## src/hw/rtl/pli_pkg.sv

```systemverilog
// Package for the piecewise linear interpolation table.
// Widths, register indexes, opcodes, reset values and the structs shared by
// the table memory, the serial divider and the query engine. No dependencies.
package pli_pkg;

  localparam int DEF_MAX_POINTS = 256;
  localparam int DEF_FRAC_BITS  = 16;

  localparam int DATA_W     = 32;
  localparam int IDX_W      = 8;
  localparam int CNT_W      = 9;
  localparam int TOL_W      = 16;
  localparam int CFG_IDX_W  = 4;
  localparam int CFG_DATA_W = 16;
  localparam int STEP_W     = 6;

  localparam int MIN_POINTS = 2;

  localparam logic OP_LOAD  = 1'b0;
  localparam logic OP_QUERY = 1'b1;

  localparam logic [CFG_IDX_W-1:0] REG_POINT_COUNT = 4'd0;
  localparam logic [CFG_IDX_W-1:0] REG_END_TOL     = 4'd1;

  localparam logic [CNT_W-1:0] RST_POINT_COUNT = 9'd2;
  localparam logic [TOL_W-1:0] RST_END_TOL     = 16'd1;

  typedef struct packed {
    logic signed [DATA_W-1:0] grid;
    logic signed [DATA_W-1:0] value;
  } entry_t;

  typedef struct packed {
    logic              start;
    logic [DATA_W-1:0] rem_init;
    logic [DATA_W-1:0] dividend_lo;
    logic [DATA_W-1:0] divisor;
    logic [STEP_W-1:0] steps;
  } div_req_t;

  typedef struct packed {
    logic              done;
    logic [DATA_W-1:0] quot;
    logic              rem_nz;
  } div_rsp_t;

endpackage

```

## src/hw/rtl/pli_div.sv

```systemverilog
// Restoring divider, one quotient bit per cycle, shared by the interval
// fraction and the end ramp. Depends on pli_pkg for the request structs.
module pli_div (
  input  logic              clk,
  input  logic              rst_n,
  input  pli_pkg::div_req_t req,
  output pli_pkg::div_rsp_t rsp
);

  logic [pli_pkg::DATA_W-1:0] rem_r, rem_nxt;
  logic [pli_pkg::DATA_W-1:0] lo_r, lo_nxt;
  logic [pli_pkg::DATA_W-1:0] quot_r, quot_nxt;
  logic [pli_pkg::DATA_W-1:0] dsr_r;
  logic [pli_pkg::STEP_W-1:0] cnt_r, cnt_nxt;
  logic                       busy_r, busy_nxt;
  logic                       done_r, done_nxt;
  logic [pli_pkg::DATA_W:0]   trial;
  logic                       fits;

  // remainder stays below the divisor, so one extra bit holds the trial
  assign trial = {rem_r, lo_r[pli_pkg::DATA_W-1]};
  assign fits  = (trial >= {1'b0, dsr_r});

  always_comb begin
    rem_nxt  = rem_r;
    lo_nxt   = lo_r;
    quot_nxt = quot_r;
    cnt_nxt  = cnt_r;
    busy_nxt = busy_r;
    done_nxt = 1'b0;
    if (req.start) begin
      rem_nxt  = req.rem_init;
      lo_nxt   = req.dividend_lo;
      quot_nxt = '0;
      cnt_nxt  = req.steps;
      busy_nxt = 1'b1;
    end else if (busy_r) begin
      rem_nxt  = fits ? pli_pkg::DATA_W'(trial - {1'b0, dsr_r})
                      : pli_pkg::DATA_W'(trial);
      lo_nxt   = {lo_r[pli_pkg::DATA_W-2:0], 1'b0};
      quot_nxt = {quot_r[pli_pkg::DATA_W-2:0], fits};
      cnt_nxt  = cnt_r - 1'b1;
      if (cnt_r == pli_pkg::STEP_W'(1)) begin
        busy_nxt = 1'b0;
        done_nxt = 1'b1;
      end
    end
  end

  always_ff @(posedge clk) begin
    if (!rst_n) begin
      busy_r <= 1'b0;
      done_r <= 1'b0;
      cnt_r  <= '0;
    end else begin
      busy_r <= busy_nxt;
      done_r <= done_nxt;
      cnt_r  <= cnt_nxt;
    end
  end

  always_ff @(posedge clk) begin
    rem_r  <= rem_nxt;
    lo_r   <= lo_nxt;
    quot_r <= quot_nxt;
    if (req.start) begin
      dsr_r <= req.divisor;
    end
  end

  assign rsp.done   = done_r;
  assign rsp.quot   = quot_r;
  assign rsp.rem_nz = |rem_r;

endmodule

```

## config.mk

```make
export PLATFORM = sky130hd
export DESIGN_NAME = pli_div
export DESIGN_NICKNAME = d
export VERILOG_FILES = /design/src/hw/rtl/pli_pkg.sv /design/src/hw/rtl/pli_div.sv
export SDC_FILE = /design/constraint.sdc
export NUM_CORES = 1
export LEC_CHECK = 0
export BUFFER_PORTS_ARGS = -buffer_cell sky130_fd_sc_hd__buf_4
export CAP_MARGIN = 20
export CORE_AREA = 2 2 167 87
export DETAILED_ROUTE_END_ITERATION = 8
export DIE_AREA = 0 0 169 89
export PLACE_DENSITY = 0.78
export REMOVE_ABC_BUFFERS = 1
export SLEW_MARGIN = 20
export SYNTH_ARGS = -nofsm -noshare
export SYNTH_HDL_FRONTEND = slang
export SYNTH_SLANG_ARGS = --single-unit
```

## constraint.sdc

```tcl
create_clock -name clk -period 3.35 [get_ports clk]
set_input_delay 0.8375 -clock clk [delete_from_list [all_inputs] [get_ports clk]]
set_output_delay 0.8375 -clock clk [all_outputs]
set_load 0.05 [all_outputs]
```

==> impl_metrics.json, run 1 <==
{
  "start_util_pct": 54.9,
  "slowest_stage": "or3_4",
  "hp-class": "reg2reg",
  "fin_nets": 953,
  "required_ns": 3.63,
  "pwr-share-comb_pct": 32.8,
  "cp.arrival_ns": 3.47,
  "finalCritPeriodShare_pct": 95.1,
  "mostFrequentLayoutCells": "buf_4, edfxtp_1, nor2_1, mux2i_1, a21oi_1",
  "first_global_vias": 5523,
  "grtUsageTotal_pct": 22.4,
  "synth.distinct_cells": 65,
  "drc": 0,
  "intPower_uw": 3850,
  "cp_slowest_stage_delay_ns": 0.43,
  "n_antenna_cell": 0,
  "path_buf_inv": 2,
  "final_common_cell": "buf_4",
  "ir_worst_vdd_v": 0.000350,
  "sw_frac_of_total_pct": 32.8,
  "cts.sinks": 136,
  "dp_cells": 969,
  "cellLeakagePower_uw": 0.00381,
  "clock-root-buffer": "clkbuf_16",
  "path_max_fanout": 3,
  "viasPerCell": 5.52,
  "synthTopCellsByArea": "edfxtp_1, dfxtp_1, mux2i_1, ha_1, mux2_2",
  "place_congestion": 0.890,
  "die_h_um": 89,
  "die-area_mm2": 0.0150,
  "power_density_mw_per_mm2": 629,
  "final_hold_viol_count": 0,
  "totalWireLength_um": 16400,
  "seq_power_share_pct": 38.0,
  "power_uw": 5730,
  "coreArea_mm2": 0.0134,
  "grt-ovfl-total": 0,
  "grt_max_degree": 65,
  "synth_area_mm2": 0.00737,
  "insertion_delay_ns": 0.42,
  "syn_to_final_growth_pct": 23.7,
  "vias": 5531,
  "final_area_mm2": 0.00912,
  "worst_pin_slew_ns": 0.887,
  "synth_edf_count": 96,
  "drt_iter0_markers": 338,
  "yosysSeqAreaShare_pct": 50.0,
  "async_flop_share_pct": 0,
  "slew_violations": 0,
  "dr.pass1.iters": 5,
  "cts_buffer_depth": 2,
  "max_slew_margin_pct": 40.8,
  "cpLargestDelayFamily": "compound AO/OA/AOI/OAI gates",
  "antenna_found_initial": 0,
  "grt_first_pass_wirelength_um": 26500,
  "path_clk_slew_ns": 0.06,
  "rsz0062_at_grt": "no",
  "dieWidth_um": 169,
  "antenna_left": 0,
  "ios": 139,
  "wl_per_cell_um": 16.4,
  "setup_tns_ns": 0,
  "p_switching_uw": 1880,
  "power_frac_clock_pct": 29.2,
  "status": "finished clean",
  "finalSetupViolCount": 0,
  "dpl.hpwl_um": 11500,
  "placed_area_mm2": 0.00856,
  "rows": 30,
  "port_buffers": 138,
  "path_cells": "inv_1, ha_1, inv_1, fa_2, a21oi_2, nor2_2, o311ai_2, a21oi_2, or3_4, a2111oi_4, o21ai_1, a211o_1, a2bb2oi_2",
  "clock_skew_ns": 0.0147,
  "final.min_clock_period_ns": 3.19,
  "drive_above_1_share_pct": 28.3,
  "max_freq_mhz": 314,
  "cts_tree": "yes",
  "yosysWarnings": 0,
  "whs_ns": 0.512,
  "synth_top_area_cell": "edfxtp_1",
  "final_cells": 1002,
  "cts-htree-levels": 4,
  "maxCapViolCount": 0,
  "crit_type": "reg2reg",
  "synth_top_area_share_pct": 39.1,
  "endpoint_kind": "register",
  "avgSynthCellArea_um2": 10.9,
  "synth_ff_type": "edfxtp_1",
  "worstSetupStartpointType": "register",
  "ys_ff_latch": 136,
  "numCtsBuffers": 17,
  "synth_cells": 675
}
registers in the layout, indices dropped and copies added, names as in the netlist:
name    flops
rem_r      32
busy_r      1
done_r      1
dsr_r      32
quot_r     32
lo_r       32
cnt_r       6
through the flow:
step                setup slack, ns  utilization, %
floorplan                    0.0645               -
global placement              0.183            63.7
detailed placement           0.0350            63.7
CTS                          0.0165            67.5
global route                0.00879            67.9
finish                        0.163            67.9
final timing paths:
path | from | endpoint | slack [ns] | cells after the start
min reg2reg | quot_r[31] | quot_r[31] | 0.51 | 2
max reg2reg | lo_r[31] | rem_r[30] | 0.16 | 13
max | lo_r[31] | rem_r[30] | 0.16 | 13
min | quot_r[31] | quot_r[31] | 0.51 | 2
final cells by class:
cell class,instances,area [um^2]
clock buffer,19,433
clock inverter,13,81.3
fill,1052,4320
inverter,41,154
multi-input combinational,469,3410
sequential,136,3680
tap,176,220
timing repair buffer,148,1140
power groups by stage:
stage	Sequential (uW)	Clock (uW)	Combinational, uW
2_1_floorplan	2180	0	1350
3_3_place_gp	2210	0	1790
3_5_place_dp	2210	0	1820
4_1_cts	2180	1700	1830
5_1_grt	2200	1760	2080
6_report	2180	1670	1880
worst reg2reg max path, cell delays in order, from the launching register on:
cell and delay, ns:
edfxtp_1 0.36, inv_1 0.09, ha_1 0.17, inv_1 0.06
fa_2 0.36, a21oi_2 0.18, nor2_2 0.09, o311ai_2 0.28
a21oi_2 0.13, or3_4 0.43, a2111oi_4 0.35, o21ai_1 0.10
a211o_1 0.32, a2bb2oi_2 0.15
cells in the mapped netlist, types with 5 or more instances:
cell type and count:
nand2_1 37, xor2_1 12, nand3_1 7, buf_1 9, clkbuf_1 12, a21oi_2 5, inv_1 40, ha_1 34
mux2i_1 58, a21oi_1 54, dfxtp_1 40, edfxtp_1 96, nand4_1 5, xnor2_1 20, o21ai_0 19, mux2_2 32
o21ai_1 10, nor4_1 11, nor2b_1 8, a21o_1 6, a211oi_1 6, nor3_1 5, and2_1 8, nor2_1 78
repair_timing:
action                                 in CTS  in global routing
setup endpoints to repair                   1                 19
pin swaps                                   0                  4
endpoints found under the hold margin       0                  0
gates resized for setup                     1                  9
buffers inserted                            0                  1
hold buffers                                0                  0
kinds of logic after synthesis:
group	after synthesis	synth area share (%)
xor gates and xnor gates	32	3.80
adders and majority gates	35	6.04
DFF	136	50.0
muxes	90	12.8
AOI/OAI and AO/OA	137	12.2
buffers and inverters	70	4.26
and+or+nand+nor	175	11.0
layer usage:
layer | up-vias | wire length (um) | global-route usage, %
li1 | 2735 | - | -
met1 | 2622 | 7390 | 28.8
met2 | 155 | 7670 | 37.6
met3 | 19 | 1170 | 6.86
met4 | 0 | 175 | 6.37
met5 | - | 0 | 0
Note: power is estimated with default switching activity, not from simulation.
==> inputs of run 2 (changes only) <==
Settings changed: RECOVER_POWER set to 25.
==> impl_metrics.json, run 2 (synthesis results as in run 1) <==
{
  "whs_ns": 0.512,
  "clock-root-buffer": "clkbuf_16",
  "drive_above_1_share_pct": 28.0,
  "vias": 5559,
  "setup_tns_ns": 0,
  "clock_skew_ns": 0.0148,
  "dpl.hpwl_um": 11500,
  "antenna_found_initial": 1,
  "ir_worst_vdd_v": 0.000348,
  "power_density_mw_per_mm2": 629,
  "cts-htree-levels": 4,
  "drc": 0,
  "antenna_left": 0,
  "final_hold_viol_count": 0,
  "grtUsageTotal_pct": 22.4,
  "placed_area_mm2": 0.00856,
  "slew_violations": 0,
  "max_slew_margin_pct": 10.2,
  "totalWireLength_um": 16400,
  "start_util_pct": 54.9,
  "place_congestion": 0.890,
  "path_max_fanout": 3,
  "grt_max_degree": 65,
  "coreArea_mm2": 0.0134,
  "path_clk_slew_ns": 0.06,
  "endpoint_kind": "register",
  "ios": 139,
  "cts_buffer_depth": 2,
  "die-area_mm2": 0.0150,
  "rows": 30,
  "required_ns": 3.62,
  "grt-ovfl-total": 0,
  "grt_first_pass_wirelength_um": 26500,
  "numCtsBuffers": 17,
  "status": "finished clean",
  "dieWidth_um": 169,
  "max_freq_mhz": 313,
  "cp.arrival_ns": 3.47,
  "crit_type": "reg2reg",
  "holdBufCountCts": 0,
  "drt_iter0_markers": 372,
  "finalCritPeriodShare_pct": 95.3,
  "cts.sinks": 136,
  "fin_nets": 953,
  "first_global_vias": 5523,
  "syn_to_final_growth_pct": 23.6,
  "finalSetupViolCount": 0,
  "viasPerCell": 5.54,
  "power_uw": 5730,
  "maxCapViolCount": 0,
  "worst_pin_slew_ns": 1.35,
  "cellLeakagePower_uw": 0.00380,
  "port_buffers": 138,
  "dr.pass1.iters": 5,
  "final_common_cell": "buf_4",
  "final_area_mm2": 0.00911,
  "die_h_um": 89,
  "wl_per_cell_um": 16.3,
  "rsz0062_at_grt": "no",
  "mostFrequentLayoutCells": "buf_4, edfxtp_1, nor2_1, mux2i_1, a21oi_1",
  "hp-class": "reg2reg",
  "final.min_clock_period_ns": 3.19,
  "insertion_delay_ns": 0.42,
  "worstSetupStartpointType": "register",
  "cts_tree": "yes"
}
-- run 2: cell types whose count changed in the layout (fill, tap and decap cells not counted), sizes merged --
cell,change
clkbuf,+35
diode,+1
buf,-35
-- run 2: routing by layer --
layer,vias to the layer above,part of all wire [%],routed length [um],global-route usage [%]
met5,-,0,0,0
met4,0,1.0,172,6.37
met3,18,7.5,1240,6.86
met2,154,46,7600,37.6
met1,2649,45,7390,28.8
li1,2738,-,-,-
-- run 2: where the power goes --
part | leakage (uW) | switching (uW) | internal, uW | total (uW)
Sequential | 0.00128 | 129 | 2050 | 2180
Clock | 0.000265 | 734 | 941 | 1670
Combinational | 0.00226 | 1020 | 860 | 1880
Total | 0.00380 | 1880 | 3850 | 5730
-- run 2: path summary, 6_finish.rpt --
path | from | end | slack (ns) | cells past startpoint
worst max-delay path | lo_r[31] | rem_r[30] | 0.16 | 13
worst min-delay path | quot_r[31] | quot_r[31] | 0.51 | 2
worst max register to register | lo_r[31] | rem_r[30] | 0.16 | 13
worst min register to register | quot_r[31] | quot_r[31] | 0.51 | 2
-- run 2: critical path: stages, from the launching register on --
cell and delay (ns):
edfxtp_1 0.36, inv_1 0.09, ha_1 0.17, inv_1 0.06, fa_2 0.36, a21oi_2 0.17, nor2_2 0.09, o311ai_2 0.28
a21oi_2 0.13, or3_4 0.43, a2111oi_4 0.35, o21ai_1 0.10, a211o_1 0.32, a2bb2oi_2 0.15
-- run 2: stage by stage --
stage / utilization [%] / worst slack (ns) / cells
2_1_floorplan: - / 0.0645 / 646
3_3_place_gp: 63.7 / 0.183 / 969
3_5_place_dp: 63.7 / 0.0350 / 969
4_1_cts: 67.5 / 0.0165 / 1001
5_1_grt: 67.8 / 0.00879 / 1002
6_report: 67.8 / 0.158 / 1003
-- run 2: area by class of cell --
cell class	instances	area (um^2)
fill	1055	4320
sequential	136	3680
multi-input combinational	469	3410
timing repair buffer	148	1130
clock buffer	19	433
tap	176	220
inverter	41	154
clock inverter	13	81.3
antenna	1	2.50
-- run 2: timing repair --
item,in CTS,in global routing
setup buffers,0,1
setup endpoints to repair,1,19
endpoints found under the hold margin,0,0
pin swaps,0,4
resized for setup,1,9
