<file path="src/hw/rtl/pli_pkg.sv">
// Package for the piecewise linear interpolation table.
// Widths, register indexes, opcodes, reset values and the structs shared by
// the table memory, the serial divider and the query engine. No dependencies.
package pli_pkg;

  localparam int DEF_MAX_POINTS = 256;
  localparam int DEF_FRAC_BITS  = 16;

  localparam int DATA_W     = 32;
  localparam int IDX_W      = 8;
  localparam int CNT_W      = 9;
  localparam int TOL_W      = 16;
  localparam int CFG_IDX_W  = 4;
  localparam int CFG_DATA_W = 16;
  localparam int STEP_W     = 6;

  localparam int MIN_POINTS = 2;

  localparam logic OP_LOAD  = 1'b0;
  localparam logic OP_QUERY = 1'b1;

  localparam logic [CFG_IDX_W-1:0] REG_POINT_COUNT = 4'd0;
  localparam logic [CFG_IDX_W-1:0] REG_END_TOL     = 4'd1;

  localparam logic [CNT_W-1:0] RST_POINT_COUNT = 9'd2;
  localparam logic [TOL_W-1:0] RST_END_TOL     = 16'd1;

  typedef struct packed {
    logic signed [DATA_W-1:0] grid;
    logic signed [DATA_W-1:0] value;
  } entry_t;

  typedef struct packed {
    logic              start;
    logic [DATA_W-1:0] rem_init;
    logic [DATA_W-1:0] dividend_lo;
    logic [DATA_W-1:0] divisor;
    logic [STEP_W-1:0] steps;
  } div_req_t;

  typedef struct packed {
    logic              done;
    logic [DATA_W-1:0] quot;
    logic              rem_nz;
  } div_rsp_t;

endpackage

</file>
<file path="src/hw/rtl/pli_if.sv">
// Channel interfaces of the interpolation table: request, result and
// register write channels, each with valid/ready. Depends on pli_pkg.
interface pli_in_if;
  logic                             valid;
  logic                             ready;
  logic                             opcode;
  logic [pli_pkg::IDX_W-1:0]        point_index;
  logic signed [pli_pkg::DATA_W-1:0] grid_position;
  logic signed [pli_pkg::DATA_W-1:0] node_value;
  logic signed [pli_pkg::DATA_W-1:0] query_position;

  modport source (output valid, opcode, point_index, grid_position, node_value,
                  query_position, input ready);
  modport sink (input valid, opcode, point_index, grid_position, node_value,
                query_position, output ready);
endinterface

interface pli_out_if;
  logic                             valid;
  logic                             ready;
  logic signed [pli_pkg::DATA_W-1:0] interpolated_value;

  modport source (output valid, interpolated_value, input ready);
  modport sink (input valid, interpolated_value, output ready);
endinterface


</file>
<file path="src/hw/rtl/pli_core.sv">
// Query engine: load writes, binary search over the table memory, end and
// interval evaluation, multiply and result register. Depends on pli_pkg,
// pli_if, and drives pli_table and pli_div through its ports.
module pli_core #(
  parameter int MAX_POINTS = pli_pkg::DEF_MAX_POINTS,
  parameter int FRAC_BITS  = pli_pkg::DEF_FRAC_BITS
) (
  input  logic                                clk,
  input  logic                                rst_n,
  pli_in_if.sink                              in_chan,
  pli_out_if.source                           out_chan,
  input  logic [$clog2(MAX_POINTS+1)-1:0]     n_pts,
  input  logic [pli_pkg::TOL_W-1:0]           tol,
  output logic                                tbl_we,
  output logic [$clog2(MAX_POINTS)-1:0]       tbl_waddr,
  output pli_pkg::entry_t                     tbl_wdata,
  output logic [$clog2(MAX_POINTS)-1:0]       tbl_raddr,
  input  pli_pkg::entry_t                     tbl_rdata,
  output pli_pkg::div_req_t                   div_req,
  input  pli_pkg::div_rsp_t                   div_rsp
);

  localparam int AW    = $clog2(MAX_POINTS);
  localparam int CW    = $clog2(MAX_POINTS+1);
  localparam int DW    = pli_pkg::DATA_W;
  localparam int ACC_W = DW + FRAC_BITS + 3;
  localparam int NUM_W = DW + pli_pkg::TOL_W + 2;

  localparam logic [3:0] S_IDLE = 4'd0;
  localparam logic [3:0] S_SRCH = 4'd1;
  localparam logic [3:0] S_SCMP = 4'd2;
  localparam logic [3:0] S_RDA  = 4'd3;
  localparam logic [3:0] S_RDB  = 4'd4;
  localparam logic [3:0] S_CAPB = 4'd5;
  localparam logic [3:0] S_EVAL = 4'd6;
  localparam logic [3:0] S_MUL  = 4'd7;
  localparam logic [3:0] S_TNUM = 4'd8;
  localparam logic [3:0] S_TDIV = 4'd9;
  localparam logic [3:0] S_IDIV = 4'd10;
  localparam logic [3:0] S_IACC = 4'd11;
  localparam logic [3:0] S_DONE = 4'd12;

  logic [3:0]              state_r, state_nxt;
  logic signed [DW-1:0]    pos_r;
  logic [CW-1:0]           lo_r, lo_nxt, hi_r, hi_nxt;
  logic [AW-1:0]           mid_r;
  logic signed [DW-1:0]    xa_r, qa_r, xb_r, qb_r;
  logic                    tail_r, tail_nxt;
  logic                    neg_r;
  logic signed [DW:0]      mul_a_r, mul_a_nxt, mul_b_r, mul_b_nxt;
  logic signed [2*DW+1:0]  prod_r;
  logic signed [DW-1:0]    res_r, res_nxt;
  logic                    out_valid_r;
  logic signed [DW-1:0]    out_data_r;
  pli_pkg::div_req_t       div_req_r, div_req_nxt;

  logic                    accept;
  logic [CW:0]             sum_lh;
  logic [AW-1:0]           mid, idx_a, idx_b;
  logic signed [DW:0]      d_a, h_ab, tol_s;
  logic [DW:0]             abs_d;
  logic signed [NUM_W-1:0] num;
  logic [NUM_W-1:0]        abs_num;
  logic signed [ACC_W-1:0] acc, acc_sh;
  logic [ACC_W-DW:0]       acc_top;
  logic                    out_free;

  assign accept       = in_chan.valid && in_chan.ready;
  assign in_chan.ready = (state_r == S_IDLE);

  assign tbl_we    = accept && (in_chan.opcode == pli_pkg::OP_LOAD) &&
                     (32'(in_chan.point_index) < 32'(MAX_POINTS));
  assign tbl_waddr = AW'(in_chan.point_index);
  assign tbl_wdata = '{grid: in_chan.grid_position, value: in_chan.node_value};

  assign sum_lh = {1'b0, lo_r} + {1'b0, hi_r};
  assign mid    = AW'(sum_lh >> 1);
  assign idx_a  = (lo_r == '0) ? '0 : AW'(lo_r - 1'b1);
  assign idx_b  = (lo_r == n_pts) ? AW'(lo_r - 1'b1) : AW'(lo_r);

  always_comb begin
    case (state_r)
      S_SRCH:  tbl_raddr = mid;
      S_RDA:   tbl_raddr = idx_a;
      S_RDB:   tbl_raddr = idx_b;
      default: tbl_raddr = idx_a;
    endcase
  end

  // distances against the left node of the interval
  assign d_a   = (DW+1)'(pos_r) - (DW+1)'(xa_r);
  assign h_ab  = (DW+1)'(xb_r) - (DW+1)'(xa_r);
  assign tol_s = (DW+1)'({1'b0, tol});
  assign abs_d = d_a[DW] ? (DW+1)'(-d_a) : (DW+1)'(d_a);

  // end ramp numerator 2*q*(tol-d) + tol
  assign num     = {prod_r[NUM_W-2:0], 1'b0} + NUM_W'(tol);
  assign abs_num = num[NUM_W-1] ? NUM_W'(-num) : NUM_W'(num);

  // interval blend q_s*2^F + dq*frac + half, then floor shift
  assign acc     = (ACC_W'(qa_r) <<< FRAC_BITS) + ACC_W'(prod_r)
                   + (ACC_W'(1) <<< (FRAC_BITS - 1));
  assign acc_sh  = acc >>> FRAC_BITS;
  assign acc_top = acc_sh[ACC_W-1:DW-1];

  assign out_free = !out_valid_r || out_chan.ready;

  always_comb begin
    state_nxt   = state_r;
    lo_nxt      = lo_r;
    hi_nxt      = hi_r;
    tail_nxt    = tail_r;
    mul_a_nxt   = mul_a_r;
    mul_b_nxt   = mul_b_r;
    res_nxt     = res_r;
    div_req_nxt = div_req_r;
    div_req_nxt.start = 1'b0;
    case (state_r)
      S_IDLE: begin
        if (accept && (in_chan.opcode == pli_pkg::OP_QUERY)) begin
          lo_nxt    = '0;
          hi_nxt    = n_pts;
          state_nxt = S_SRCH;
        end
      end
      S_SRCH: begin
        state_nxt = (lo_r < hi_r) ? S_SCMP : S_RDA;
      end
      S_SCMP: begin
        if (tbl_rdata.grid < pos_r) begin
          lo_nxt = CW'(mid_r) + 1'b1;
        end else begin
          hi_nxt = CW'(mid_r);
        end
        state_nxt = S_SRCH;
      end
      S_RDA:  state_nxt = S_RDB;
      S_RDB:  state_nxt = S_CAPB;
      S_CAPB: state_nxt = S_EVAL;
      S_EVAL: begin
        state_nxt = S_DONE;
        if (lo_r == '0) begin
          res_nxt = (abs_d < (DW+1)'({1'b0, tol})) ? qa_r : '0;
        end else if (lo_r == n_pts) begin
          if (d_a <= 0) begin
            res_nxt = qa_r;
          end else if (d_a >= tol_s) begin
            res_nxt = '0;
          end else begin
            mul_a_nxt = (DW+1)'(qa_r);
            mul_b_nxt = tol_s - d_a;
            tail_nxt  = 1'b1;
            state_nxt = S_MUL;
          end
        end else begin
          if (h_ab <= 0) begin
            res_nxt = qb_r;
          end else if (d_a <= 0) begin
            res_nxt = qa_r;
          end else if (d_a >= h_ab) begin
            res_nxt = qb_r;
          end else begin
            div_req_nxt.start       = 1'b1;
            div_req_nxt.rem_init    = DW'(d_a);
            div_req_nxt.dividend_lo = '0;
            div_req_nxt.divisor     = DW'(h_ab);
            div_req_nxt.steps       = pli_pkg::STEP_W'(FRAC_BITS);
            tail_nxt                = 1'b0;
            state_nxt               = S_IDIV;
          end
        end
      end
      S_IDIV: begin
        if (div_rsp.done) begin
          mul_a_nxt = (DW+1)'(qb_r) - (DW+1)'(qa_r);
          mul_b_nxt = {1'b0, div_rsp.quot};
          state_nxt = S_MUL;
        end
      end
      S_MUL: begin
        state_nxt = tail_r ? S_TNUM : S_IACC;
      end
      S_TNUM: begin
        div_req_nxt.start       = 1'b1;
        div_req_nxt.rem_init    = DW'(abs_num[NUM_W-1:DW]);
        div_req_nxt.dividend_lo = abs_num[DW-1:0];
        div_req_nxt.divisor     = DW'({tol, 1'b0});
        div_req_nxt.steps       = pli_pkg::STEP_W'(DW);
        state_nxt               = S_TDIV;
      end
      S_TDIV: begin
        if (div_rsp.done) begin
          // floor of a negative quotient: negate and step down on a remainder
          res_nxt = neg_r ? DW'(-div_rsp.quot - DW'(div_rsp.rem_nz))
                          : div_rsp.quot;
          state_nxt = S_DONE;
        end
      end
      S_IACC: begin
        if ((acc_top == '0) || (acc_top == '1)) begin
          res_nxt = acc_sh[DW-1:0];
        end else begin
          res_nxt = acc_sh[ACC_W-1] ? {1'b1, {(DW-1){1'b0}}} : {1'b0, {(DW-1){1'b1}}};
        end
        state_nxt = S_IACC;
        state_nxt = S_DONE;
      end
      S_DONE: begin
        if (out_free) begin
          state_nxt = S_IDLE;
        end
      end
      default: state_nxt = S_IDLE;
    endcase
  end

  always_ff @(posedge clk) begin
    if (!rst_n) begin
      state_r         <= S_IDLE;
      out_valid_r     <= 1'b0;
      div_req_r.start <= 1'b0;
    end else begin
      state_r         <= state_nxt;
      div_req_r.start <= div_req_nxt.start;
      if ((state_r == S_DONE) && out_free) begin
        out_valid_r <= 1'b1;
      end else if (out_chan.ready) begin
        out_valid_r <= 1'b0;
      end
    end
  end

  always_ff @(posedge clk) begin
    lo_r    <= lo_nxt;
    hi_r    <= hi_nxt;
    tail_r  <= tail_nxt;
    mul_a_r <= mul_a_nxt;
    mul_b_r <= mul_b_nxt;
    res_r   <= res_nxt;
    div_req_r.rem_init    <= div_req_nxt.rem_init;
    div_req_r.dividend_lo <= div_req_nxt.dividend_lo;
    div_req_r.divisor     <= div_req_nxt.divisor;
    div_req_r.steps       <= div_req_nxt.steps;
    if (state_r == S_IDLE) begin
      pos_r <= in_chan.query_position;
    end
    if (state_r == S_SRCH) begin
      mid_r <= mid;
    end
    if (state_r == S_RDB) begin
      xa_r <= tbl_rdata.grid;
      qa_r <= tbl_rdata.value;
    end
    if (state_r == S_CAPB) begin
      xb_r <= tbl_rdata.grid;
      qb_r <= tbl_rdata.value;
    end
    if (state_r == S_MUL) begin
      prod_r <= mul_a_r * mul_b_r;
    end
    if (state_r == S_TNUM) begin
      neg_r <= num[NUM_W-1];
    end
    if ((state_r == S_DONE) && out_free) begin
      out_data_r <= res_r;
    end
  end

  assign div_req                     = div_req_r;
  assign out_chan.valid              = out_valid_r;
  assign out_chan.interpolated_value = out_data_r;

endmodule

</file>
<file path="src/flat_wrapper.sv">
// flat-port wrapper written by rule: the top's interface ports become plain ports
module pli_core_flat 
#(
  parameter int MAX_POINTS = pli_pkg::DEF_MAX_POINTS,
  parameter int FRAC_BITS  = pli_pkg::DEF_FRAC_BITS
)
  (clk, rst_n, n_pts, tol, tbl_we, tbl_waddr, tbl_wdata, tbl_raddr, tbl_rdata, div_req, div_rsp, in_chan_valid, in_chan_opcode, in_chan_point_index, in_chan_grid_position, in_chan_node_value, in_chan_query_position, in_chan_ready, out_chan_valid, out_chan_interpolated_value, out_chan_ready);
  pli_in_if in_chan_i ();
  pli_out_if out_chan_i ();
  input  logic clk;
  input  logic rst_n;
  input  logic [$clog2(MAX_POINTS+1)-1:0] n_pts;
  input  logic [pli_pkg::TOL_W-1:0] tol;
  output logic tbl_we;
  output logic [$clog2(MAX_POINTS)-1:0] tbl_waddr;
  output pli_pkg::entry_t tbl_wdata;
  output logic [$clog2(MAX_POINTS)-1:0] tbl_raddr;
  input  pli_pkg::entry_t tbl_rdata;
  output pli_pkg::div_req_t div_req;
  input  pli_pkg::div_rsp_t div_rsp;
  input wire logic [$bits(in_chan_i.valid)-1:0] in_chan_valid;
  input wire logic [$bits(in_chan_i.opcode)-1:0] in_chan_opcode;
  input wire logic [$bits(in_chan_i.point_index)-1:0] in_chan_point_index;
  input wire logic [$bits(in_chan_i.grid_position)-1:0] in_chan_grid_position;
  input wire logic [$bits(in_chan_i.node_value)-1:0] in_chan_node_value;
  input wire logic [$bits(in_chan_i.query_position)-1:0] in_chan_query_position;
  output wire logic [$bits(in_chan_i.ready)-1:0] in_chan_ready;
  output wire logic [$bits(out_chan_i.valid)-1:0] out_chan_valid;
  output wire logic [$bits(out_chan_i.interpolated_value)-1:0] out_chan_interpolated_value;
  input wire logic [$bits(out_chan_i.ready)-1:0] out_chan_ready;
  assign in_chan_i.valid = in_chan_valid;
  assign in_chan_i.opcode = in_chan_opcode;
  assign in_chan_i.point_index = in_chan_point_index;
  assign in_chan_i.grid_position = in_chan_grid_position;
  assign in_chan_i.node_value = in_chan_node_value;
  assign in_chan_i.query_position = in_chan_query_position;
  assign in_chan_ready = in_chan_i.ready;
  assign out_chan_valid = out_chan_i.valid;
  assign out_chan_interpolated_value = out_chan_i.interpolated_value;
  assign out_chan_i.ready = out_chan_ready;
  pli_core #(.MAX_POINTS(MAX_POINTS), .FRAC_BITS(FRAC_BITS)) u_core (.clk(clk), .rst_n(rst_n), .in_chan(in_chan_i), .out_chan(out_chan_i), .n_pts(n_pts), .tol(tol), .tbl_we(tbl_we), .tbl_waddr(tbl_waddr), .tbl_wdata(tbl_wdata), .tbl_raddr(tbl_raddr), .tbl_rdata(tbl_rdata), .div_req(div_req), .div_rsp(div_rsp));
endmodule
</file>
<file path="config.mk">
export PLATFORM = sky130hd
export DESIGN_NAME = pli_core_flat
export DESIGN_NICKNAME = d
export VERILOG_FILES = /design/src/hw/rtl/pli_pkg.sv /design/src/hw/rtl/pli_if.sv /design/src/hw/rtl/pli_core.sv /design/src/flat_wrapper.sv
export SDC_FILE = /design/constraint.sdc
export NUM_CORES = 2
export LEC_CHECK = 0
export ABC_CLOCK_PERIOD_IN_PS = 27600
export BUFFER_PORTS_ARGS = -buffer_cell sky130_fd_sc_hd__buf_2
export CORE_MARGIN = 8
export CORE_UTILIZATION = 30
export CTS_CLUSTER_DIAMETER = 30
export CTS_CLUSTER_SIZE = 20
export DETAILED_ROUTE_END_ITERATION = 10
export PLACE_DENSITY_LB_ADDON = 0.3
export SLEW_MARGIN = 20
export SYNTH_ARGS = -nofsm -noshare
export SYNTH_HDL_FRONTEND = slang
export SYNTH_SLANG_ARGS = --single-unit
</file>
<file path="constraint.sdc">
create_clock -name clk -period 27.6 [get_ports clk]
set_input_delay 2.76 -clock clk [delete_from_list [all_inputs] [get_ports clk]]
set_output_delay 2.76 -clock clk [all_outputs]
set_load 0.01 [all_outputs]
</file>
==> qor.yml <==
setup_violations: 0
yosys-top-cells-area: "fa_1, edfxtp_1, ha_1"
clock_latency_ns: 0.72
cp-end-kind: "register"
clkTransAtPathRegs_ns: 0.06
drc_errors: 0
io_buffers: 301
synthXorXnorAreaFrac_pct: 4.688
synth_top_family_by_area: "adder cells"
drtIter0Drc: 3299
yosysWarningCount: 0
cts.sinks: 473
core_region_area_um2: 221900
top_usage_layer: "met2"
cts_resized: 0
grt.overflow.total: 0
synth_simple_gate_area_share_pct: 16.10
p_leak_uw: 0.03378
synth-compound-area-share_pct: 11.14
vias: 51550
synth.avg_cell_area_um2: 9.393
viasPerCell: 4.989
seq_area_frac_synth_pct: 21.15
post-place-ws_ns: 18.30
synth_top_area_share_pct: 27.85
grt_max_degree: 97
design.die.area_um2: 238200
status: "complete, no violations"
wl_mm: 224.5
grt_first_pass_wirelength_mm: 341.1
fin_total_pwr_uw: 3471
fmax_ghz: 0.1092
drive_above_1_share_pct: 9.442
hold_buffers: 0
final.setup.worst_slack_ns: 18.44
hold_violations: 0
synth-seq-cells: 473
cpLargestDelayFamily: "adder cells"
required_ns: 28.04
synth-main-ff-cell: "edfxtp_1"
stdcell_count: 10330
postCtsSetupRepairBufs: 0
cp-start-kind: "register"
hold_path_class: "register to register"
finalCritPeriodShare_pct: 33.18
cp.buffers_inverters: 6
dieHeight_um: 488.1
met2_usage_pct: 30.20
period_needed_ns: 9.158
synth_cell_types: 120
skew_ns: 0.06441
synth_edf_count: 467
final_nets: 8891
grt_pass1_vias: 54910
wire_per_inst_um: 21.73
worstMarginPinSlew_ns: 1.165
gp_congestion: 0.9261
area_growth_pct: 11.66
fin_tns_setup_ns: 0
slew_violations: 0
ctsLongestPathBuffers: 3
post-dp-hpwl_mm: 183.0
yosys-mux-area-fraction_pct: 0.5614
cp.arrival_ns: 9.60
use_met1_pct: 23.78
dpl.cell_count: 10130
initial_core_util_pct: 30.13
grt_use_met3_pct: 4.081
antenna_found_initial: 55
core.rowCount: 173
htreeDepth: 3
relSlewSlack_pct: 22.33
ctsRootBufferMaster: "clkbuf_16"
numCtsBuffers: 91
postRouteAntennaNets: 0
yosysTopAreaCell: "fa_1"
final_core_util_pct: 33.65
firstDrtPassIters: 6
cts_tree: "yes"
dieWidth_um: 488.1
worstPathMaxFanout: 18
maxCapViolCount: 0
pwr_density_cell_nw_per_um2: 46.50
syn_area_um2: 66860
num_io_pins: 450
worst_path_max_delay_cell: "a2111oi_0"
synth_cells: 7118
n_fill_cell: 22860
cpMostUsedCell: "fa_1"
peakVddDrop_mv: 0.05693
grt_usage_pct: 18.66
critPathMaxStageDelay_ns: 0.79
synthArstFlopShare_pct: 0
crit_type: "register to register"
rsz0062_at_grt: "no"
synth_fa_ha_area_share_pct: 36.81
-- power by group --
part | internal [µW] | switching [µW] | total, µW
combinational | 477 | 897 | 1370
clock | 722 | 467 | 1190
sequential | 867 | 41.3 | 909
total | 2070 | 1410 | 3470
-- worst reg2reg max path, delay by kind of cell (launching register included) --
family	cells	cell delay [ns]
buf+inv	6	0.61
fa+ha+maj	9	4.34
flops	1	0.70
simple gates	4	0.47
xor+xnor	1	0.13
compound gates	9	2.66
-- path summary, 6_finish.rpt --
check        depth (start not counted)  slack (ns)                         from                                               end
max                                 29       18.44  u_core.mul_b_r[5]$_DFFE_PP_                       u_core.prod_r[49]$_DFFE_PP_
min reg2reg                          0        0.42   u_core.res_r[26]$_DFFE_PP_  u_core.out_chan.interpolated_value[26]$_DFFE_PP_
max reg2reg                         29       18.44  u_core.mul_b_r[5]$_DFFE_PP_                       u_core.prod_r[49]$_DFFE_PP_
min                                  0        0.42   u_core.res_r[26]$_DFFE_PP_  u_core.out_chan.interpolated_value[26]$_DFFE_PP_
-- sequential cells by signal, summed over array words and instances, names as in the netlist, 33 cells and up --
signal,count
u_core.mul_a_r,33
u_core.div_req,99
u_core.mul_b_r,33
u_core.prod_r,51
-- per-layer routing --
layer,wire length [µm],vias up,part of all wire [%]
met1,93950,25890,42
met4,12020,38,5.4
met3,16280,497,7.3
met5,241,-,0.11
met2,102000,1723,45
li1,-,23400,-
-- layout by cell type, fill, tap and decap left out, drive strengths merged, types with 32 or more instances in the layout --
master,Yosys,layout
ha,479,479
a211oi,49,49
and2,504,504
o211ai,38,38
clkbuf,252,94
nor2,332,332
buf,115,403
mux2i,33,33
a21oi,286,286
a21o,118,118
xor2,130,130
fa,930,930
nor2b,39,39
o22ai,42,42
edfxtp,467,467
nand2b,47,47
o21ai,241,241
a31oi,35,35
inv,1233,1267
and3,76,76
nand3,141,141
xnor2,224,224
nor3,77,77
clkinv,3,32
o21a,52,52
nand2,735,735
nand4,65,65
-- through the flow --
| stage | area (µm²) | hold WS [ns] |
|---|---|---|
| after global placement | 71260 | 0.4067 |
| after floorplan | 66870 | 0.4003 |
| after global routing | 74590 | 0.4205 |
| after detailed placement | 71260 | 0.4057 |
| after CTS | 74560 | 0.4198 |
| final | 74650 | 0.4173 |
-- cell type report --
type | instances | area [µm²] | area share [%]
repair buffers | 403 | 2280 | 3.054
flip-flops and latches | 473 | 14140 | 18.95
well taps | 2975 | 3722 | 4.986
clock buffers | 94 | 2288 | 3.065
diodes | 29 | 72.57 | 0.09721
inverters | 1236 | 4641 | 6.216
multi-input cells | 5045 | 46490 | 62.27
clock inverters | 78 | 1017 | 1.363
-- cell families (layout without fill, tap and decap cells) --
kind of cell | after synthesis | after routing
buffers and inverters | 1603 | 1811
xor gates and xnor gates | 354 | 354
muxes | 37 | 37
DFF | 473 | 473
other | 1 | 33
and+or+nand+nor | 2156 | 2156
AOI/OAI and AO/OA | 1085 | 1085
adders and majority gates | 1409 | 1409
-- cells in the mapped netlist (15+ instances only) --
cell type	instances
o21ai_1	16
edfxtp_1	467
nor2_1	331
ha_1	479
o31ai_1	22
buf_4	76
nor4_1	23
o21bai_1	26
a21oi_1	282
a211oi_1	45
or3_1	29
xor2_1	130
xnor2_1	221
o21ai_0	223
and2_1	503
a21o_1	118
nand2_1	734
buf_2	22
clkbuf_1	252
o22ai_1	40
inv_1	1229
or2_2	18
nor2b_1	39
nand4_1	65
and3_1	76
nor3_1	74
a2111oi_4	15
nand2b_1	47
a31oi_1	34
o21a_1	52
nand3_1	141
a221oi_1	15
mux2i_1	33
fa_1	930
o211ai_1	38
Note: power is estimated with default switching activity, not from simulation.
